--- config.mk ---
export PLATFORM = sky130hd
export DESIGN_NAME = lzbd_ctrl
export DESIGN_NICKNAME = d
export VERILOG_FILES = /design/src/rtl/lzbd_pkg.sv /design/src/rtl/lzbd_ctrl.sv
export SDC_FILE = /design/constraint.sdc
export NUM_CORES = 1
export LEC_CHECK = 0
export BUFFER_PORTS_ARGS = -buffer_cell sky130_fd_sc_hd__buf_2
export CORE_MARGIN = 2
export CORE_UTILIZATION = 49
export CTS_CLUSTER_SIZE = 28
export DETAILED_ROUTE_END_ITERATION = 12
export GPL_TIMING_DRIVEN = 0
export PLACE_DENSITY = 0.8
export SLEW_MARGIN = 20
export SYNTH_ARGS = -nofsm -noshare
export SYNTH_HDL_FRONTEND = slang
export SYNTH_SLANG_ARGS = --single-unit
--- constraint.sdc ---
create_clock -name clk -period 2.6 [get_ports clk]
set_input_delay 0.26 -clock clk [delete_from_list [all_inputs] [get_ports clk]]
set_output_delay 0.26 -clock clk [all_outputs]
set_load 0.02 [all_outputs]
--- src/rtl/lzbd_pkg.sv ---
// Shared types and constants for the LZ bit-stream decompressor.
package lzbd_pkg;

    localparam int WINDOW_SIZE_DEF      = 8192;
    localparam int BIT_BUFFER_WIDTH_DEF = 64;
    localparam int SIZE_W               = 24;
    localparam int OFF_W                = 13;
    localparam int LEN_W                = 17;

    localparam logic [7:0] MAGIC0_V0 = 8'd68;
    localparam logic [7:0] MAGIC1_V0 = 8'd83;
    localparam logic [7:0] MAGIC0_V1 = 8'd74;
    localparam logic [7:0] MAGIC1_V1 = 8'd77;

    localparam logic [OFF_W-1:0] NOOP_OFFSET = 13'h113F;
    localparam logic [OFF_W-1:0] LONG_BIAS   = 13'h140;
    localparam logic [OFF_W-1:0] MID_BIAS    = 13'h040;
    localparam logic [7:0]       LIT_HIGH    = 8'h80;

    localparam logic [1:0] CFG_VARIANT = 2'd0;
    localparam logic [1:0] CFG_OSIZE   = 2'd1;
    localparam logic [1:0] CFG_ISIZE   = 2'd2;

    typedef enum logic [3:0] {
        ST_OK     = 4'd0,
        ST_BYTE   = 4'd1,
        ST_NEED   = 4'd2,
        ST_DONE   = 4'd3,
        ST_FULL   = 4'd4,
        ST_HEADER = 4'd5,
        ST_LENGTH = 4'd6,
        ST_OFFSET = 4'd7,
        ST_TRUNC  = 4'd8
    } status_t;

    typedef enum logic [1:0] {
        PH_TOKEN  = 2'd0,
        PH_LENGTH = 2'd1,
        PH_COPY   = 2'd2
    } phase_t;

    typedef enum logic [1:0] {
        TK_LIT   = 2'd0,
        TK_NOOP  = 2'd1,
        TK_BAD   = 2'd2,
        TK_MATCH = 2'd3
    } tok_kind_t;

    typedef enum logic [3:0] {
        OP_NONE    = 4'd0,
        OP_HDR     = 4'd1,
        OP_PUSH    = 4'd2,
        OP_TOKEN   = 4'd3,
        OP_LITERAL = 4'd4,
        OP_LENGTH  = 4'd5,
        OP_READ    = 4'd6,
        OP_COPY    = 4'd7,
        OP_CLEAR   = 4'd8
    } dp_op_t;

    typedef struct packed {
        logic      hdr_done;
        logic      in_small;
        logic      pushed_all;
        logic      buf_full;
        logic      hdr_bad;
        logic      out_done;
        phase_t    phase;
        logic      copy_zero;
        logic      tok_short;
        tok_kind_t tok_kind;
        logic      len_bad;
        logic      len_short;
        logic [7:0] lit_byte;
        logic [7:0] copy_byte;
        logic      emit_last;
    } dp_stat_t;

endpackage

--- src/rtl/lzbd_ctrl.sv ---
// Controller: word handshake, decode sequencing, result register and error latch.
module lzbd_ctrl (
    input  logic                 clk,
    input  logic                 rst_n,
    input  logic                 s_tvalid,
    output logic                 s_tready,
    input  logic                 func,
    output logic                 m_tvalid,
    input  logic                 m_tready,
    output logic [7:0]           m_tdata,
    output logic [3:0]           m_tuser,
    output logic                 m_tlast,
    input  lzbd_pkg::dp_stat_t   stat,
    output lzbd_pkg::dp_op_t     op
);

    typedef enum logic [1:0] {
        S_IDLE   = 2'd0,
        S_DECODE = 2'd1,
        S_READ   = 2'd2
    } state_t;

    state_t            state_reg, state_next;
    lzbd_pkg::status_t err_reg, err_next;
    logic              ovalid_reg, ovalid_next;
    lzbd_pkg::status_t ostatus_reg, ostatus_next;
    logic [7:0]        obyte_reg, obyte_next;
    logic              olast_reg, olast_next;

    logic              accept;
    logic              fin;
    logic              fin_err;
    lzbd_pkg::status_t fin_st;
    logic [7:0]        fin_byte;
    logic              fin_last;

    assign s_tready = (state_reg == S_IDLE) && !ovalid_reg;
    assign accept   = s_tvalid && s_tready;

    always_comb
    begin
        state_next = state_reg;
        op         = lzbd_pkg::OP_NONE;
        fin        = 1'b0;
        fin_err    = 1'b0;
        fin_st     = lzbd_pkg::ST_OK;
        fin_byte   = 8'd0;
        fin_last   = 1'b0;
        unique case (state_reg)
            S_IDLE:
            begin
                if (accept)
                begin
                    fin = 1'b1;
                    if (err_reg != lzbd_pkg::ST_OK)
                        fin_st = err_reg;
                    else if (!func)
                    begin
                        if (!stat.hdr_done)
                        begin
                            if (stat.in_small || (!stat.pushed_all && stat.hdr_bad))
                            begin
                                fin_st  = lzbd_pkg::ST_HEADER;
                                fin_err = 1'b1;
                            end
                            else if (stat.pushed_all)
                                fin_st = lzbd_pkg::ST_FULL;
                            else
                                op = lzbd_pkg::OP_HDR;
                        end
                        else if (stat.pushed_all || stat.buf_full)
                            fin_st = lzbd_pkg::ST_FULL;
                        else
                            op = lzbd_pkg::OP_PUSH;
                    end
                    else if (!stat.hdr_done)
                    begin
                        fin_st  = stat.in_small ? lzbd_pkg::ST_HEADER : lzbd_pkg::ST_NEED;
                        fin_err = stat.in_small;
                    end
                    else if (stat.out_done)
                        fin_st = lzbd_pkg::ST_DONE;
                    else
                    begin
                        fin        = 1'b0;
                        state_next = S_DECODE;
                    end
                end
            end
            S_DECODE:
            begin
                unique case (stat.phase)
                    lzbd_pkg::PH_COPY:
                    begin
                        if (stat.copy_zero)
                            op = lzbd_pkg::OP_CLEAR;
                        else
                        begin
                            op         = lzbd_pkg::OP_READ;
                            state_next = S_READ;
                        end
                    end
                    lzbd_pkg::PH_LENGTH:
                    begin
                        if (stat.len_bad)
                        begin
                            fin     = 1'b1;
                            fin_st  = lzbd_pkg::ST_LENGTH;
                            fin_err = 1'b1;
                        end
                        else if (stat.len_short)
                        begin
                            fin     = 1'b1;
                            fin_st  = stat.pushed_all ? lzbd_pkg::ST_TRUNC : lzbd_pkg::ST_NEED;
                            fin_err = stat.pushed_all;
                        end
                        else
                            op = lzbd_pkg::OP_LENGTH;
                    end
                    default:
                    begin
                        if (stat.tok_short)
                        begin
                            fin     = 1'b1;
                            fin_st  = stat.pushed_all ? lzbd_pkg::ST_TRUNC : lzbd_pkg::ST_NEED;
                            fin_err = stat.pushed_all;
                        end
                        else
                        begin
                            unique case (stat.tok_kind)
                                lzbd_pkg::TK_LIT:
                                begin
                                    op       = lzbd_pkg::OP_LITERAL;
                                    fin      = 1'b1;
                                    fin_st   = lzbd_pkg::ST_BYTE;
                                    fin_byte = stat.lit_byte;
                                    fin_last = stat.emit_last;
                                end
                                lzbd_pkg::TK_BAD:
                                begin
                                    fin     = 1'b1;
                                    fin_st  = lzbd_pkg::ST_OFFSET;
                                    fin_err = 1'b1;
                                end
                                default: op = lzbd_pkg::OP_TOKEN;
                            endcase
                        end
                    end
                endcase
            end
            S_READ:
            begin
                op       = lzbd_pkg::OP_COPY;
                fin      = 1'b1;
                fin_st   = lzbd_pkg::ST_BYTE;
                fin_byte = stat.copy_byte;
                fin_last = stat.emit_last;
            end
            default: state_next = S_IDLE;
        endcase

        err_next     = err_reg;
        ovalid_next  = ovalid_reg && !m_tready;
        ostatus_next = ostatus_reg;
        obyte_next   = obyte_reg;
        olast_next   = olast_reg;
        if (fin)
        begin
            state_next   = S_IDLE;
            ovalid_next  = 1'b1;
            ostatus_next = fin_st;
            obyte_next   = fin_byte;
            olast_next   = fin_last;
            if (fin_err)
                err_next = fin_st;
        end
    end

    always_ff @(posedge clk or negedge rst_n)
    begin
        if (!rst_n)
        begin
            state_reg   <= S_IDLE;
            err_reg     <= lzbd_pkg::ST_OK;
            ovalid_reg  <= 1'b0;
            ostatus_reg <= lzbd_pkg::ST_OK;
            obyte_reg   <= 8'd0;
            olast_reg   <= 1'b0;
        end
        else
        begin
            state_reg   <= state_next;
            err_reg     <= err_next;
            ovalid_reg  <= ovalid_next;
            ostatus_reg <= ostatus_next;
            obyte_reg   <= obyte_next;
            olast_reg   <= olast_next;
        end
    end

    assign m_tvalid = ovalid_reg;
    assign m_tdata  = obyte_reg;
    assign m_tuser  = ostatus_reg;
    assign m_tlast  = olast_reg;

`ifndef SYNTHESIS
    a_err_sticky: assert property (@(posedge clk) disable iff (!rst_n)
        err_reg != lzbd_pkg::ST_OK |=> $stable(err_reg))
        else $error("error latch changed");

    a_last_byte: assert property (@(posedge clk) disable iff (!rst_n)
        ovalid_reg && olast_reg |-> ostatus_reg == lzbd_pkg::ST_BYTE)
        else $error("last without byte");

    a_read_one: assert property (@(posedge clk) disable iff (!rst_n)
        state_reg == S_READ |=> state_reg == S_IDLE && ovalid_reg)
        else $error("copy read did not finish");

    a_err_match: assert property (@(posedge clk) disable iff (!rst_n)
        ovalid_reg && ostatus_reg >= lzbd_pkg::ST_HEADER |-> err_reg == ostatus_reg)
        else $error("error result not latched");
`endif

endmodule

==> results of run 1 <==
[cells in the final DEF, fill, tap and decap left out, types with 2 or more instances in the layout]
master,n
a21oi_1,8
a22o_1,12
a31oi_1,4
and2_1,5
and3_1,2
buf_2,57
clkbuf_1,3
clkbuf_4,3
dfrtp_1,20
ha_1,6
inv_1,10
mux2_1,3
mux2i_1,2
nand2_1,25
nand2b_1,2
nand3b_1,2
nor2_1,4
nor3_1,2
nor3b_1,3
nor4b_1,2
o21ai_0,20
o22ai_1,2
[worst paths after layout]
| check | start | to | slack [ns] | cells past startpoint |
|---|---|---|---|---|
| max in group asynchronous | rst_n | m_tuser[0] | 1.87 | 2 |
| worst max register to register | state_reg[1] | err_reg[2] | 0.45 | 7 |
| worst min-delay path | m_tready | m_tvalid | 0.13 | 2 |
| worst max-delay path | state_reg[1] | op[0] | 0.19 | 8 |
| worst min register to register | m_tdata[2] | m_tdata[2] | 0.48 | 2 |
| min in group asynchronous | rst_n | m_tdata[2] | 0.43 | 2 |
[area by class of cell]
type                    instances  area share
plain buffers                   7      0.0170
clock buffers                   3      0.0127
inverters                      11      0.0233
multi-input cells             125       0.484
flip-flops and latches         20       0.283
well taps                      31      0.0219
repair buffers                 55       0.158
[stage by stage]
step                      utilization  total power [W]  cell area (µm²)
after floorplan                     -         0.000392             1430
after global placement          0.630         0.000452             1740
after detailed placement        0.630         0.000455             1740
after CTS                       0.642         0.000596             1770
after global routing            0.642         0.000620             1770
final                           0.642         0.000592             1770
[logic make-up after synthesis]
| group | after synthesis | share of synthesized area |
|---|---|---|
| AND/OR/NAND/NOR | 53 | 0.206 |
| AO/OA/AOI/OAI | 59 | 0.285 |
| buffers and inverters | 19 | 0.0525 |
| adder cells (fa/ha/maj) | 7 | 0.0613 |
| flip-flops | 20 | 0.350 |
| multiplexers | 6 | 0.0455 |
[per-layer routing]
layer	GRT usage	up-vias	wire length [µm]	part of all wire
met1	0.295	676	1550	0.44
met4	0.0299	0	8	0.0023
li1	-	715	-	-
met5	0	-	0	0
met3	0.0402	2	227	0.064
met2	0.375	52	1740	0.49
[where the power goes]
| group | switching [W] | internal, W |
|---|---|---|
| Combinational | 0.0000770 | 0.0000515 |
| Sequential | 0.00000480 | 0.000316 |
| Clock | 0.0000880 | 0.0000540 |
| Total | 0.000170 | 0.000422 |
[repair_timing]
action | CTS | global route
endpoints found under the setup margin | 0 | 1
endpoints found under the hold margin | 20 | 0
gates resized for setup | 0 | 1
hold buffers | 1 | 0
==> impl_metrics.toml, run 1 <==
[status]
outcome = "completed"

[synthesis]
synth_area_leader_cell = "dfrtp_1"
synth_edf_count = 0
syn_nets = 207
async_flop_share = 1.00
syn_area_um2 = 1430
synth.top_cells.by_count = "nand2_1, dfrtp_1, o21ai_0"
ys_seq_elements = 20
synth_ff_type = "dfrtp_1"
synth-seq-area-share = 0.350
synth.top_cell.area_share = 0.350
yosysWarnings = 0
yosysMostFrequentCell = "nand2_1"
synthCells = 164
synth.distinct_cells = 43
synthTopCellsByArea = "dfrtp_1, a22o_1, o21ai_0"
syn_avg_cell_area_um2 = 8.71

[worst_setup_path]
slowest_stage = "dfrtp_1"
slowest_delay_ns = 0.43
end_kind = "output port"
crit_buf_inv = 2
required_ns = 2.34
cp_top_family = "simple AND/OR/NAND/NOR gates"
cp_data_arrival_time_ns = 2.15
worstPathCellList = "inv_1 -> ha_2 -> and3b_1 -> nand2_1 -> nor3_1 -> nor2_1 -> a21oi_1 -> buf_2"
start_kind = "flip-flop"
cp_max_fo = 6
critPathKind = "flip-flop to output port"

[final_layout]
register_area_um2 = 500
largest_reg_flops = 8
multi_input_area_um2 = 856
fillCellCount = 254
final_cells = 252
antenna_cells = 0
drive_gt1_frac = 0.303
final_net_count = 266
area_growth_pct = 23.8

[global_routing]
first_global_vias = 1329
grt_max_degree = 21
grt_pass1_wl_mm = 5.73
grt_overflow_total = 0
grt_antenna_before_repair = 0
grt_use_total = 0.218

[floorplan]
die_width_um = 58
rows = 19
io_pins = 55
die_h_um = 58
initial_utilization = 0.518
die_area_um2 = 3360
core_area_um2 = 2760

[routing]
wl_per_cell_um = 14.0
drc = 0
drt_first_pass_iters = 4
routed_wl_mm = 3.52
first_iter_violations = 66
num_vias = 1445
ant_nets = 0
via_per_inst = 5.73

[placed_design]
dpl_worst_slack_ns = 0.424
dp_cells = 249
post-dp-hpwl_mm = 2.72
place.port_buffers = 54
gp_congestion = 0.892

[cts]
cts.path.max_buffers = 2
clk_latency_ns = 0.29
clock-sinks = 20
post-cts-setup-buffers = 0
numCtsBuffers = 3
tritoncts = "built"
root_buffer = "clkbuf_4"
clk_pin_slew_worst_paths_ns = 0.10
cts.htree.levels = 1

[timing]
timing.hold.ws_ns = 0.134
setup_viol = 0
finalWorstSetupSlack_ns = 0.195
finClkSkew_ns = 0.00159
period_minus_slack_ns = 2.41
slew_headroom = 0.687
setup_tns_ns = 0
fmax_mhz = 416
drv_slew = 0
hold_viol = 0
rsz0062_at_grt = "no"
worst_slew_pin_slew_ns = 0.466
fin_crit_sh = 0.925

[worst_hold_path]
holdCritPathClass = "input pin to flip-flop"

[power]
peakVddDrop_uv = 525
power_density_nw_per_um2 = 334
p_leak_nw = 0.907

[run]
drv_cap = 0
Note: power is estimated with default switching activity, not from simulation.
==> inputs of run 2 (changes only) <==
--- a/config.mk
+++ b/config.mk
@@ -8,6 +8,7 @@
 export BUFFER_PORTS_ARGS = -buffer_cell sky130_fd_sc_hd__buf_2
 export CORE_MARGIN = 2
 export CORE_UTILIZATION = 49
+export CTS_BUF_LIST = sky130_fd_sc_hd__clkbuf_8 sky130_fd_sc_hd__clkbuf_16
 export CTS_CLUSTER_SIZE = 28
 export DETAILED_ROUTE_END_ITERATION = 12
 export GPL_TIMING_DRIVEN = 0
==> run 2 against run 1 <==
Effect of this change:
- power increased by 9.4%
- combinational power about the same
- largest cell class unchanged
- die area unchanged
- clock skew about the same
==> impl_metrics.toml, run 2 (synthesized netlist as in run 1, its figures left out) <==
[cts]
cts.path.max_buffers = 2
clk_pin_slew_worst_paths_ns = 0.07
cts.htree.levels = 1
clock-sinks = 20
numCtsBuffers = 3
clk_latency_ns = 0.25
tritoncts = "built"
root_buffer = "clkbuf_8"
post-cts-setup-buffers = 0

[global_routing]
grt_max_degree = 21
first_global_vias = 1350
grt_overflow_total = 0
grt_use_total = 0.224
grt_antenna_before_repair = 0
grt_pass1_wl_mm = 5.84

[floorplan]
die_h_um = 58
io_pins = 55
die_width_um = 58
initial_utilization = 0.518
core_area_um2 = 2760
die_area_um2 = 3360
rows = 19

[worst_hold_path]
hold_path_end = "m_tvalid"
holdCritPathClass = "input pin to flip-flop"
hold_path_startpoint = "m_tready"
whs_path_depth = 2

[routing]
num_vias = 1464
routed_wl_mm = 3.57
via_per_inst = 5.81
drc = 0
first_iter_violations = 63
wl_per_cell_um = 14.2
ant_nets = 0
drt_first_pass_iters = 4

[placed_design]
gp_congestion = 0.892
dp_cells = 249
post-dp-hpwl_mm = 2.72
place.port_buffers = 54

[worst_setup_path]
start_kind = "flip-flop"
required_ns = 2.34
r2r-start = "state_reg[1]"
critPathKind = "flip-flop to output port"
cp_max_fo = 6
r2r_slack_ns = 0.44
r2r_cells = 7
end_kind = "output port"
r2r-end = "err_reg[2]"
cp_data_arrival_time_ns = 2.09

[timing]
rsz0062_at_grt = "no"
slew_headroom = 0.676
fmax_mhz = 425
worst_slew_pin_slew_ns = 0.482
period_minus_slack_ns = 2.35
drv_slew = 0
finClkSkew_ns = 0.00142
setup_viol = 0
fin_crit_sh = 0.904
setup_tns_ns = 0
hold_viol = 0

[status]
outcome = "completed"

[final_layout]
area_growth_pct = 25.1
antenna_cells = 0
drive_gt1_frac = 0.303
final_cells = 252
final_net_count = 266
layout_common_cells = "buf_2, nand2_1, o21ai_0, dfrtp_1, a22o_1"
layout_commonest_cell = "buf_2"
largest_reg_flops = 8
fin_util = 0.648

[power]
p_leak_nw = 0.915
peakVddDrop_uv = 452
power_density_nw_per_um2 = 362

[run]
drv_cap = 0
[run 2: cell counts in the layout (fill, tap and decap cells not counted)]
Identical to the previous run, type by type.
[run 2: where the power goes]
part	internal (W)	leakage, nW	switching [W]
clock network	0.000103	0.0216	0.0000940
registers	0.000317	0.270	0.00000482
logic	0.0000516	0.624	0.0000772
total	0.000471	0.915	0.000176
[run 2: how the worst max path moves through the flow]
| stage | startpoint | end | slack [ns] |
|---|---|---|---|
| after floorplan | state_reg[1] | op[0] | 0.62 |
| after global placement | stat[23] | err_reg[0] | 0.45 |
| after detailed placement | stat[23] | err_reg[2] | 0.42 |
| after CTS | state_reg[1] | op[0] | 0.15 |
| after global routing | state_reg[1] | op[0] | 0.08 |
| final | state_reg[1] | op[0] | 0.25 |
[run 2: timing repair]
action                                  CTS  global route
endpoints found under the hold margin    20             0
endpoints found under the setup margin    0             1
hold buffers                              1             0
gates resized for setup                   0             1
[run 2: layer usage]
layer | vias up | wire (µm) | track usage
met1 | 695 | 1540 | 0.297
met4 | 0 | 0 | 0.0399
met5 | - | 0 | 0
li1 | 714 | - | -
met3 | 0 | 237 | 0.0469
met2 | 55 | 1800 | 0.381
[run 2: layout make-up]
| type | instances | area (µm²) |
|---|---|---|
| fill | 250 | 970 |
| multi-input combinational | 125 | 856 |
| sequential | 20 | 500 |
| timing repair buffer | 55 | 280 |
| clock buffer | 3 | 41.3 |
| inverter | 11 | 41.3 |
| tap | 31 | 38.8 |
| buffer | 7 | 30.0 |
[run 2: through the flow]
stage	area, µm²	hold WS (ns)	worst slack, ns	total power [W]
final	1790	0.185	0.249	0.000647
after global routing	1790	0.207	0.0784	0.000676
after CTS	1790	0.190	0.154	0.000648
after detailed placement	1740	0.225	0.424	0.000455
after global placement	1740	0.221	0.452	0.000452
after floorplan	1430	-0.0356	0.620	0.000392
[run 2: critical path, stage by stage (launching register included)]
cell and delay, ns:
dfrtp_1 0.42, inv_1 0.15, ha_2 0.25, and3b_1 0.30, nand2_1 0.10, nor3_1 0.23
nor2_1 0.07, a21oi_1 0.15, buf_2 0.18
